**src/design/kre_pkg.sv**
```systemverilog
// ----------------------------------------------------------------------------
// kre_pkg
// Shared types and constants of the keyframe rate envelope.
// ----------------------------------------------------------------------------
package kre_pkg;

	localparam int MAX_POINTS = 8;
	localparam int IDX_W = $clog2(MAX_POINTS);
	localparam logic [32:0] MATCH_TOLERANCE = 33'd66;

	localparam logic [1:0] REG_LOOP_ENABLE = 2'd0;
	localparam logic [1:0] REG_LOOP_LENGTH = 2'd1;
	localparam logic [1:0] REG_POINT_COUNT = 2'd2;

	localparam logic OP_TICK  = 1'b0;
	localparam logic OP_WRITE = 1'b1;

	typedef struct packed {
		logic        operation;
		logic [16:0] delta_time;
		logic [2:0]  point_index;
		logic [31:0] point_time;
		logic [15:0] point_rate;
	} req_t;

	typedef struct packed {
		logic [15:0] emit_count;
		logic [15:0] current_rate;
		logic [31:0] play_position;
	} rsp_t;

	typedef struct packed {
		logic [1:0]  index;
		logic [31:0] data;
	} cfg_t;

	typedef enum logic [3:0] {
		S_IDLE, S_ADVANCE, S_READ, S_CHECK, S_MUL, S_DIV, S_SEG_DONE,
		S_EDGE_READ, S_EDGE, S_EMIT_MUL, S_OUT
	} state_t;

	typedef struct packed {
		logic load;
		logic write_key;
		logic advance;
		logic read_seg;
		logic check;
		logic mul;
		logic div_start;
		logic div_step;
		logic seg_take;
		logic edge_read;
		logic edge_apply;
		logic emit_mul;
		logic out_load;
	} cmd_t;

	typedef struct packed {
		logic is_write;
		logic last_seg;
		logic empty;
		logic seg_match;
		logic seg_direct;
		logic div_done;
	} sts_t;

endpackage

```
**src/design/kre_if.sv**
```systemverilog
// ----------------------------------------------------------------------------
// kre_if
// Valid/ready channel carrying one payload.
// ----------------------------------------------------------------------------
interface kre_if #(parameter type T = logic);
	logic valid;
	logic ready;
	T     data;
	modport source (output valid, output data, input ready);
	modport sink (input valid, input data, output ready);
endinterface

```
**src/design/kre_ctrl.sv**
```systemverilog
// ----------------------------------------------------------------------------
// kre_ctrl
// Sequencer: segment walk, serial divide, emit, result handoff.
// ----------------------------------------------------------------------------
module kre_ctrl import kre_pkg::*; (
	input  logic clk,
	input  logic arst_n,
	input  logic in_valid,
	output logic in_ready,
	output logic out_valid,
	input  logic out_ready,
	input  sts_t sts,
	output cmd_t cmd
);
	state_t state_q, state_d;
	logic   out_valid_q;

	always_ff @(posedge clk or negedge arst_n) begin
		if (!arst_n) begin
			state_q     <= S_IDLE;
			out_valid_q <= 1'b0;
		end else begin
			state_q <= state_d;
			if (cmd.out_load)
				out_valid_q <= 1'b1;
			else if (out_ready)
				out_valid_q <= 1'b0;
		end
	end

	assign out_valid = out_valid_q;
	assign in_ready = (state_q == S_IDLE);

	always_comb begin
		state_d = state_q;
		cmd = '0;
		case (state_q)
			S_IDLE: begin
				if (in_valid) begin
					cmd.load = 1'b1;
					state_d = S_ADVANCE;
				end
			end
			S_ADVANCE: begin
				if (sts.is_write) begin
					cmd.write_key = 1'b1;
					state_d = S_OUT;
				end else begin
					cmd.advance = 1'b1;
					state_d = S_READ;
				end
			end
			S_READ: begin
				if (sts.empty || sts.last_seg) begin
					state_d = S_EDGE_READ;
				end else begin
					cmd.read_seg = 1'b1;
					state_d = S_CHECK;
				end
			end
			S_CHECK: begin
				cmd.check = 1'b1;
				if (!sts.seg_match)
					state_d = S_SEG_DONE;
				else if (sts.seg_direct)
					state_d = S_SEG_DONE;
				else
					state_d = S_MUL;
			end
			S_MUL: begin
				cmd.mul = 1'b1;
				state_d = S_DIV;
				cmd.div_start = 1'b1;
			end
			S_DIV: begin
				cmd.div_step = 1'b1;
				if (sts.div_done) begin
					cmd.seg_take = 1'b1;
					state_d = S_SEG_DONE;
				end
			end
			S_SEG_DONE: state_d = S_READ;
			S_EDGE_READ: begin
				cmd.edge_read = 1'b1;
				state_d = S_EDGE;
			end
			S_EDGE: begin
				cmd.edge_apply = 1'b1;
				state_d = S_EMIT_MUL;
			end
			S_EMIT_MUL: begin
				cmd.emit_mul = 1'b1;
				state_d = S_OUT;
			end
			S_OUT: begin
				if (!out_valid_q || out_ready) begin
					cmd.out_load = 1'b1;
					state_d = S_IDLE;
				end
			end
			default: state_d = S_IDLE;
		endcase
	end

	ap_ready_idle: assert property (@(posedge clk) disable iff (!arst_n)
		in_ready |-> state_q == S_IDLE) else $error("ready outside idle");
	ap_div_done: assert property (@(posedge clk) disable iff (!arst_n)
		cmd.seg_take |-> state_q == S_DIV) else $error("take outside divide");
	ap_hold: assert property (@(posedge clk) disable iff (!arst_n)
		out_valid && !out_ready |=> out_valid) else $error("result dropped");
endmodule

```
**src/design/kre_dpath.sv**
```systemverilog
// ----------------------------------------------------------------------------
// kre_dpath
// Keyframe table, play clock, segment interpolation and serial divider.
// ----------------------------------------------------------------------------
module kre_dpath import kre_pkg::*; (
	input  logic clk,
	input  logic arst_n,
	input  req_t req,
	input  logic cfg_we,
	input  cfg_t cfg,
	input  cmd_t cmd,
	output sts_t sts,
	output rsp_t rsp
);
	logic                   loop_enable_q;
	logic [31:0]            loop_length_q;
	logic [3:0]             point_count_q;
	logic [31:0]            play_time_q;
	logic [15:0]            held_rate_q, rate_q;
	req_t                   req_q;
	logic [31:0]            key_time_q [MAX_POINTS];
	logic [15:0]            key_rate_q [MAX_POINTS];
	logic [IDX_W:0]         seg_q, n;
	logic [31:0]            t0_q, t1_q;
	logic [15:0]            r0_q, r1_q;
	logic [31:0]            e_time_q, f_time_q;
	logic [15:0]            e_rate_q, f_rate_q;
	logic                   neg_q;
	logic [32:0]            den_q;
	logic [48:0]            num_q;
	logic signed [50:0]     total_q;
	logic [49:0]            rem_q, quo_q;
	logic [5:0]             cnt_q;
	logic [32:0]            lo_bound, hi_bound;
	logic [32:0]            dt_s, dr_s;
	logic signed [33:0]     dt_sign;
	logic signed [17:0]     dr_sign;
	logic                   tdn, rdn;
	logic [32:0]            sum;
	logic [31:0]            adv;
	logic [32:0]            prod_q;
	logic [50:0]            trial;
	logic [15:0]            emit_q;
	rsp_t                   rsp_q;

	always_comb begin
		n = (point_count_q > 4'(MAX_POINTS)) ? (IDX_W+1)'(MAX_POINTS)
			: (IDX_W+1)'(point_count_q);
		sum = {1'b0, play_time_q} + {16'd0, req_q.delta_time};
		adv = sum[32] ? 32'hFFFF_FFFF : sum[31:0];
		if (loop_enable_q && loop_length_q < adv)
			adv = '0;
		lo_bound = {1'b0, play_time_q} + MATCH_TOLERANCE;
		hi_bound = {1'b0, t1_q} + MATCH_TOLERANCE;
		dt_sign = $signed({2'b0, t1_q}) - $signed({2'b0, t0_q});
		dr_sign = $signed({2'b0, r1_q}) - $signed({2'b0, r0_q});
		tdn = dt_sign < 0;
		rdn = dr_sign < 0;
		dt_s = tdn ? 33'(-dt_sign) : 33'(dt_sign);
		dr_s = rdn ? 33'(-dr_sign) : 33'(dr_sign);
		trial = {rem_q[48:0], quo_q[49]} - {18'd0, den_q};
		sts.is_write = req_q.operation == OP_WRITE;
		sts.empty = n == '0;
		sts.last_seg = (seg_q + 1'b1) >= n;
		sts.seg_match = (lo_bound > {1'b0, t0_q}) && ({1'b0, play_time_q} < hi_bound);
		sts.seg_direct = dt_sign == 0;
		sts.div_done = cnt_q == 6'd51;
	end

	always_ff @(posedge clk or negedge arst_n) begin
		if (!arst_n) begin
			loop_enable_q <= 1'b0;
			loop_length_q <= '0;
			point_count_q <= '0;
			play_time_q   <= '0;
			held_rate_q   <= '0;
		end else begin
			if (cfg_we) begin
				case (cfg.index)
					REG_LOOP_ENABLE: loop_enable_q <= cfg.data[0];
					REG_LOOP_LENGTH: loop_length_q <= cfg.data;
					REG_POINT_COUNT: point_count_q <= cfg.data[3:0];
					default: ;
				endcase
			end
			if (cmd.advance)
				play_time_q <= adv;
			if (cmd.edge_apply) begin
				if (play_time_q < f_time_q)
					held_rate_q <= f_rate_q;
				else if (play_time_q > e_time_q)
					held_rate_q <= e_rate_q;
				else
					held_rate_q <= rate_q;
			end
		end
	end

	always_ff @(posedge clk) begin
		if (cmd.load)
			req_q <= req;
		if (cmd.write_key) begin
			key_time_q[req_q.point_index[IDX_W-1:0]] <= req_q.point_time;
			key_rate_q[req_q.point_index[IDX_W-1:0]] <= req_q.point_rate;
		end
		if (cmd.advance) begin
			seg_q  <= '0;
			rate_q <= held_rate_q;
		end
		if (cmd.read_seg) begin
			t0_q <= key_time_q[seg_q[IDX_W-1:0]];
			r0_q <= key_rate_q[seg_q[IDX_W-1:0]];
			t1_q <= key_time_q[IDX_W'(seg_q + 1'b1)];
			r1_q <= key_rate_q[IDX_W'(seg_q + 1'b1)];
		end
		if (cmd.check) begin
			seg_q <= seg_q + 1'b1;
			if (sts.seg_match && sts.seg_direct)
				rate_q <= r0_q;
			den_q <= dt_s;
			neg_q <= tdn ^ rdn;
			num_q <= 49'(dr_s[16:0]) * 49'(1);
			prod_q <= 33'({1'b0, play_time_q} - {1'b0, t0_q});
		end
		if (cmd.mul) begin
			// r0 times |dt|, plus signed (t - t0) times |dr| with the sign of span and slope
			total_q <= $signed({2'b0, 49'(r0_q) * 49'(den_q)}) +
				(neg_q ? -$signed(51'($signed(prod_q)) * $signed({34'd0, num_q[16:0]}))
				: $signed(51'($signed(prod_q)) * $signed({34'd0, num_q[16:0]})));
		end
		if (cmd.div_start) begin
			cnt_q <= '0;
		end
		if (cmd.div_step) begin
			if (cnt_q == 6'd0) begin
				rem_q <= '0;
				quo_q <= (total_q <= 0) ? 50'd0 : 50'(total_q);
				cnt_q <= 6'd1;
			end else begin
				cnt_q <= cnt_q + 6'd1;
				if (!trial[50]) begin
					rem_q <= trial[49:0];
					quo_q <= {quo_q[48:0], 1'b1};
				end else begin
					rem_q <= {rem_q[48:0], quo_q[49]};
					quo_q <= {quo_q[48:0], 1'b0};
				end
			end
		end
		if (cmd.seg_take)
			rate_q <= (total_q <= 0) ? 16'd0
				: (|quo_q[49:16]) ? 16'hFFFF : quo_q[15:0];
		if (cmd.edge_read) begin
			if (n == '0)
				rate_q <= '0;
			f_time_q <= (n == '0) ? 32'd0 : key_time_q[0];
			f_rate_q <= key_rate_q[0];
			e_time_q <= (n == '0) ? 32'hFFFF_FFFF : key_time_q[IDX_W'(n - 1'b1)];
			e_rate_q <= key_rate_q[IDX_W'(n - 1'b1)];
		end
		if (cmd.emit_mul) begin
			prod_q <= 33'((49'(held_rate_q) * 49'(req_q.delta_time)) >> 16);
		end
		if (cmd.out_load) begin
			if (sts.is_write)
				rsp_q.emit_count <= '0;
			else
				rsp_q.emit_count <= (|prod_q[32:16]) ? 16'hFFFF : prod_q[15:0];
			rsp_q.current_rate  <= held_rate_q;
			rsp_q.play_position <= play_time_q;
		end
	end

	assign emit_q = rsp_q.emit_count;
	assign rsp = {emit_q, rsp_q.current_rate, rsp_q.play_position};

	ap_count: assert property (@(posedge clk) disable iff (!arst_n)
		cmd.read_seg |-> seg_q + 1'b1 < n) else $error("segment beyond table");
	ap_div: assert property (@(posedge clk) disable iff (!arst_n)
		cmd.div_step && cnt_q != 6'd0 |-> cnt_q <= 6'd51) else $error("divide overrun");
	ap_write: assert property (@(posedge clk) disable iff (!arst_n)
		cmd.write_key |=> $stable(play_time_q)) else $error("write moved clock");
endmodule

```
**src/design/keyframe_rate_envelope_core.sv**
```systemverilog
// a write stores its keyframe; a tick advances the play clock and walks each segment,
// running the serial divider only for a matching segment whose time span is not zero
// throughput: one item at a time, set by the 50-step serial divider per segment
// reset: arst_n clears registers, play time and held rate; keyframes are undefined
// ----------------------------------------------------------------------------
// keyframe_rate_envelope_core
// Keyframe rate envelope: play clock, interpolated rate and emit count.
// ----------------------------------------------------------------------------
module keyframe_rate_envelope_core import kre_pkg::*; (
	input  logic          clk,
	input  logic          arst_n,
	kre_if.sink           in_ch,
	kre_if.source         out_ch,
	kre_if.sink           cfg_ch
);
	cmd_t cmd;
	sts_t sts;

	assign cfg_ch.ready = 1'b1;

	kre_ctrl u_ctrl (
		.clk       (clk),
		.arst_n    (arst_n),
		.in_valid  (in_ch.valid),
		.in_ready  (in_ch.ready),
		.out_valid (out_ch.valid),
		.out_ready (out_ch.ready),
		.sts       (sts),
		.cmd       (cmd)
	);

	kre_dpath u_dpath (
		.clk    (clk),
		.arst_n (arst_n),
		.req    (in_ch.data),
		.cfg_we (cfg_ch.valid),
		.cfg    (cfg_ch.data),
		.cmd    (cmd),
		.sts    (sts),
		.rsp    (out_ch.data)
	);
endmodule
```
**src/flat_wrapper.sv**
```systemverilog
// flat-port wrapper written by rule: the top's interface ports become plain ports
module keyframe_rate_envelope_core_flat import kre_pkg::*;
  (clk, arst_n, in_ch_valid, in_ch_data, in_ch_ready, out_ch_valid, out_ch_data, out_ch_ready, cfg_ch_valid, cfg_ch_data, cfg_ch_ready);
  kre_if in_ch_i ();
  kre_if out_ch_i ();
  kre_if cfg_ch_i ();
  input  logic clk;
  input  logic arst_n;
  input wire logic [$bits(in_ch_i.valid)-1:0] in_ch_valid;
  input wire logic [$bits(in_ch_i.data)-1:0] in_ch_data;
  output wire logic [$bits(in_ch_i.ready)-1:0] in_ch_ready;
  output wire logic [$bits(out_ch_i.valid)-1:0] out_ch_valid;
  output wire logic [$bits(out_ch_i.data)-1:0] out_ch_data;
  input wire logic [$bits(out_ch_i.ready)-1:0] out_ch_ready;
  input wire logic [$bits(cfg_ch_i.valid)-1:0] cfg_ch_valid;
  input wire logic [$bits(cfg_ch_i.data)-1:0] cfg_ch_data;
  output wire logic [$bits(cfg_ch_i.ready)-1:0] cfg_ch_ready;
  assign in_ch_i.valid = in_ch_valid;
  assign in_ch_i.data = in_ch_data;
  assign in_ch_ready = in_ch_i.ready;
  assign out_ch_valid = out_ch_i.valid;
  assign out_ch_data = out_ch_i.data;
  assign out_ch_i.ready = out_ch_ready;
  assign cfg_ch_i.valid = cfg_ch_valid;
  assign cfg_ch_i.data = cfg_ch_data;
  assign cfg_ch_ready = cfg_ch_i.ready;
  keyframe_rate_envelope_core u_core (.clk(clk), .arst_n(arst_n), .in_ch(in_ch_i), .out_ch(out_ch_i), .cfg_ch(cfg_ch_i));
endmodule
```
**config.mk**
```make
export PLATFORM = sky130hd
export DESIGN_NAME = keyframe_rate_envelope_core_flat
export DESIGN_NICKNAME = d
export VERILOG_FILES = /design/src/design/kre_pkg.sv /design/src/design/kre_if.sv /design/src/design/kre_ctrl.sv /design/src/design/kre_dpath.sv /design/src/design/keyframe_rate_envelope_core.sv /design/src/flat_wrapper.sv
export SDC_FILE = /design/constraint.sdc
export NUM_CORES = 1
export LEC_CHECK = 0
export ABC_AREA = 1
export BUFFER_PORTS_ARGS = -buffer_cell sky130_fd_sc_hd__buf_4
export CAP_MARGIN = 40
export CORE_MARGIN = 2
export CORE_UTILIZATION = 48
export CTS_CLUSTER_SIZE = 14
export DETAILED_ROUTE_END_ITERATION = 10
export PLACE_DENSITY = 0.78
export SYNTH_ARGS = -nofsm -noshare
export SYNTH_HDL_FRONTEND = slang
export SYNTH_SLANG_ARGS = --single-unit
```
**constraint.sdc**
```tcl
create_clock -name clk -period 1.3 [get_ports clk]
set_clock_uncertainty 0.15 [all_clocks]
set_input_delay 0.195 -clock clk [delete_from_list [all_inputs] [get_ports clk]]
set_output_delay 0.195 -clock clk [all_outputs]
set_load 0.1 [all_outputs]
```
# After elaboration in Yosys (flattened, before gate mapping)
# Index checks and enable logic that the tools add are counted.
dict set report totals {
  reg_bits 45
  latchBits 0
  mem_bits_rw 0
  rom_bits 0
  wordCells 48
  memories 0
}
dict set report op_classes {
  add_sub_neg 1
  n_mul 0
  div_mod_pow 0
  n_lt_le_gt_ge 1
  eq_ne 14
  n_shift 0
  mux 16
  bitwise 0
  n_reduce_logical 10
}
# operator n
set op_table {}
lappend op_table {{case mux 4 bit (10 select lines)} 1}
lappend op_table {{< comparator 1 x 32 -> 1 bit (first input constant)} 1}
lappend op_table {{2-to-1 mux 32 bit} 1}
lappend op_table {{2-to-1 mux 6 bit} 3}
lappend op_table {{== test 4 x 3 -> 1 bit (second input constant)} 4}
lappend op_table {{== test 4 bit (second input constant)} 3}
lappend op_table {{2-to-1 mux 4 bit} 3}
lappend op_table {{== test 4 x 2 -> 1 bit (second input constant)} 2}
lappend op_table {{2-to-1 mux 1 bit} 7}
lappend op_table {{adder 6 x 1 -> 6 bit (second input constant)} 1}
lappend op_table {{== test 6 bit (second input constant)} 1}
lappend op_table {{logical NOT 6 bit} 1}
lappend op_table {{== test 4 x 1 -> 1 bit (second input constant)} 1}
lappend op_table {{logical NOT 4 bit} 1}
lappend op_table {{inequality test 2 bit (second input constant)} 2}
lappend op_table {{nonzero test 2 bit} 2}
lappend op_table {{AND reduction 3 bit} 1}
lappend op_table {{2-to-1 mux 2 bit} 1}
lappend op_table {{inequality test 2 x 1 -> 1 bit (second input constant)} 1}
lappend op_table {{AND reduction 2 bit} 1}
lappend op_table {{OR reduction 2 bit} 1}
lappend op_table {{logical AND 1 bit} 1}
lappend op_table {{logical NOT 1 bit} 1}
lappend op_table {{logical OR 1 bit} 1}

# Longest topological paths before layout
dict set report depth {
  word_depth 5
  mapped_depth 8
  ltp_nobuf 7
}

# Modules after synthesis
# From an unflattened synthesis, not the netlist that was laid out.
dict set report hier_totals {
  cells_unflattened 13832
  hier_area_um2 111887.3
}
# module n_inst cells_each area_each_um2 seq_area_each_um2
set by_module_without_submodules {}
lappend by_module_without_submodules {kre_dpath 1 13763 111456.9 30904.6}
lappend by_module_without_submodules {kre_ctrl 1 66 415.4 125.1}
lappend by_module_without_submodules {keyframe_rate_envelope_core 1 3 15.0 0.0}

# Least setup slack after synthesis
# Ideal clock, no wire load.
dict set report synth_path {
  path_type {register to output}
  startpoint {register u_core.u_ctrl.state_q[1]}
  endpoint {output in_ch_ready}
  arrival_time_ns 3.397
  t_required_ns 0.955
  setup_slack_ns -2.442
  stages_incl_launch_ff 3
  path_cell_list {dfrtp_1 buf_4 nor4_1}
}
dict set report synth_between {
  elab_chain_cells 1
}
# element line_no
set synth_rtl {}
lappend synth_rtl {{start, declared} kre_ctrl.sv:15} ;# state_t state_q, state_d;
lappend synth_rtl {{start signal, assigned} kre_ctrl.sv:23} ;# state_q <= state_d;
lappend synth_rtl {{logical NOT 4 bit} --}
lappend synth_rtl {{end, declared} flat_wrapper.sv:11} ;# output wire logic [$bits(in_ch_i.ready)-1:0] in_ch_ready;
# No other way between the ends.

# Worst setup path after layout
dict set report layout_path {
  startpoint {register u_core.u_ctrl.state_q[0]}
  endpoint {output in_ch_ready}
}
# The elaborated chain is that of the path after synthesis.

==> qor.txt <==
Outcome = finished, violations left
Failing checks = setup timing
Max stage delay on crit path = 0.45 ns
Synth-to-layout area growth = 61.3%
RSZ-0062 raised after global routing = yes
DRT Pass-1 Iters = 4
RR Startpoint = u_core.u_ctrl.state_q[1]
WL met1 = 953 um
Highest metal used = met4
DRC = 0
Cell Area, Placed = 832 sq um
Register area share after synthesis = 44.1%
Post-synthesis cell area = 692 sq um
Pin count of the biggest net entering global routing = 9
HPWL Detailed = 1050 um
Crit Path Category = reg -> out
Clk_lat worst skew = 0.28 ns
Final Net Count = 125
Clock sink count = 11
Worst Setup Slack, final = -0.323 ns
Full die area = 1760 sq um
Cell area after layout = 1120 sq um
Max cap viols = 0
Wire length on met2 = 1120 um
Row count = 13
Gr usage total = 25.6%
Setup-failing EPs final = 18
Via count = 758
YS warnings = 0
Share of cells above drive strength 1 = 60.9%
Finished Layout Cells = 130
Synth top area cells = edfxtp_1 (26%), dfrtp_1 (18%), inv_1 (7.1%)
R2R depth = 7
Final period util = 125%
1st-iter DRT viols = 42
Filler Cell Count = 60
Total gr overflow = 0
Starting Density = 52.5%
Max Freq = 616 MHz
Cells after Synth = 84
Syn Area/Cell = 8.24 sq um
Routed Antenna Nets = 0
Worst vdd ir = 1.99 mV
Crit path from = u_core.u_ctrl.state_q[0]
Initial antenna violation count = 0
Post-Place Setup Slack = -0.125 ns
Final slew viol count = 0
CP Launch Type = flip-flop
CP Capture Type = output pin
Final Critical Period = 1.62 ns
Die X-Extent = 42.0 um
N_diodes = 0
WL met3 = 260 um
Crit path max fanout = 2
Worst path arrival time = 1.28 ns
Net Count, Synth = 93
Inst Count DP = 112
DRT Wirelength = 2480 um
H-tree Lvls = 1
First-pass GRT wire length = 3270 um
Clock buffer depth = 2
Final core occ = 84.7%
Via/cell ratio = 5.83
FF-to-FF setup slack = -0.28 ns
Cell leakage power = 0.496 nW
Top Ports = 11
Vias in the first global route = 728
Core area = 1320 sq um
Clock-pin slew on the worst setup and hold paths = 0.08 ns
Final Hold Viols = 0
Port Buffers = 5
Top cell type's share of synthesized area = 26.0%
Die Y = 42.0 um
RePlAce Congestion = 0.801
CTS root buf = clkbuf_4
Worst path cell trace = nor4_4 -> buf_6
Area leader, netlist = edfxtp_1
Slowest CP cell = dfrtp_1
Critical path required time = 0.95 ns
CTS tree = built
Seq cells post-synth = 11
Hold WC Path Type = in -> async
Netlist cell types = 24
TritonCTS Buffers = 3
Pwr/cell area = 2290 nW/um^2
CP Capture Point = in_ch_ready
Avg WL per Cell = 19.1 um
Reg2reg end = u_core.u_dpath.cnt_q[3]
-- placed cells by master, fill, tap and decap left out, types with 3 or more instances in the layout --
cell type,count
buf_4,22
inv_1,10
nand2_1,9
nor2_2,9
edfxtp_1,6
nor2_1,4
nor2_4,4
o21ai_0,4
buf_6,4
inv_2,3
nand2_2,3
clkbuf_4,3
-- registers in the layout, summed over array words and instances, names as in the netlist --
name and flops:
u_core.u_ctrl.out_valid 1, u_core.u_ctrl.state_q 4, u_core.u_dpath.cnt_q 6
-- critical path: cells and delay by family (launching register included) --
family                 cells  cell delay [ns]
and+or+nand+nor            1             0.28
buffers and inverters      1             0.26
DFF                        1             0.45
-- power by group --
part | switching, mW | internal (mW) | total (mW)
combinational | 0.935 | 0.659 | 1.59
clock | 0.126 | 0.119 | 0.245
sequential | 0.195 | 0.522 | 0.718
total | 1.26 | 1.30 | 2.56
-- cells in the mapped netlist (all sizes together) --
library cell,n
a21oi,2
buf,3
clkinv,1
conb,2
dfrtp,5
edfxtp,6
ha,2
inv,14
nand2,14
nand3,5
nand3b,2
nor2,17
nor3,2
nor3b,1
nor4,1
o21ai,5
o22ai,1
xor2,1
-- logic make-up after synthesis --
family          after synthesis  share of synthesized area [%]
buf+inv                      18                           11.6
other cells                   2                           1.09
flops                        11                           44.1
xor+xnor                      1                           1.27
simple gates                 42                           31.8
fa+ha+maj                     2                           3.62
compound gates                8                           6.51
-- routing by layer --
metal  track usage, %  vias up
met4             16.8        0
met5                0        -
met2             41.9       63
li1                 -      322
met1             31.0      347
met3             3.48       26
-- per-stage QoR --
step | power [mW] | hold WS [ns] | TNS (ns)
after floorplan | 1.38 | -0.251 | -1.07
final | 2.56 | 0.159 | -3.68
after global placement | 1.64 | -0.149 | -0.400
after CTS | 2.13 | 0.101 | -0.911
after detailed placement | 1.68 | -0.148 | -0.554
after global routing | 2.64 | 0.167 | -3.98
-- final cells by class --
class / count / area, sq um / share of cell area [%]
repair buffers: 30 / 265 / 23.8
flip-flops and latches: 11 / 312 / 27.9
well taps: 15 / 18.8 / 1.68
inverters: 15 / 60.1 / 5.38
clock buffers: 4 / 26.3 / 2.35
multi-input cells: 55 / 434 / 38.9
-- worst min-delay path by stage --
| stage | from | cells past startpoint | endpoint | slack [ns] |
|---|---|---|---|---|
| after floorplan | arst_n | 0 | u_core.u_ctrl.state_q[0] | -0.25 |
| after global placement | arst_n | 1 | u_core.u_ctrl.state_q[1] | -0.15 |
| after detailed placement | arst_n | 1 | u_core.u_ctrl.state_q[0] | -0.15 |
| after CTS | arst_n | 2 | u_core.u_ctrl.state_q[2] | 0.10 |
| after global routing | arst_n | 2 | u_core.u_ctrl.state_q[1] | 0.17 |
| final | arst_n | 2 | u_core.u_ctrl.state_q[1] | 0.16 |
-- timing repair --
| action | 4_1_cts | 5_1_grt |
|---|---|---|
| endpoints found under the hold margin | 6 | 0 |
| endpoints found under the setup margin | 16 | 17 |
| pin swaps | 15 | 12 |
| hold buffers | 2 | 0 |
| buffers inserted | 8 | 5 |
| gates resized for setup | 19 | 21 |
(Power assumes the default switching activity.)
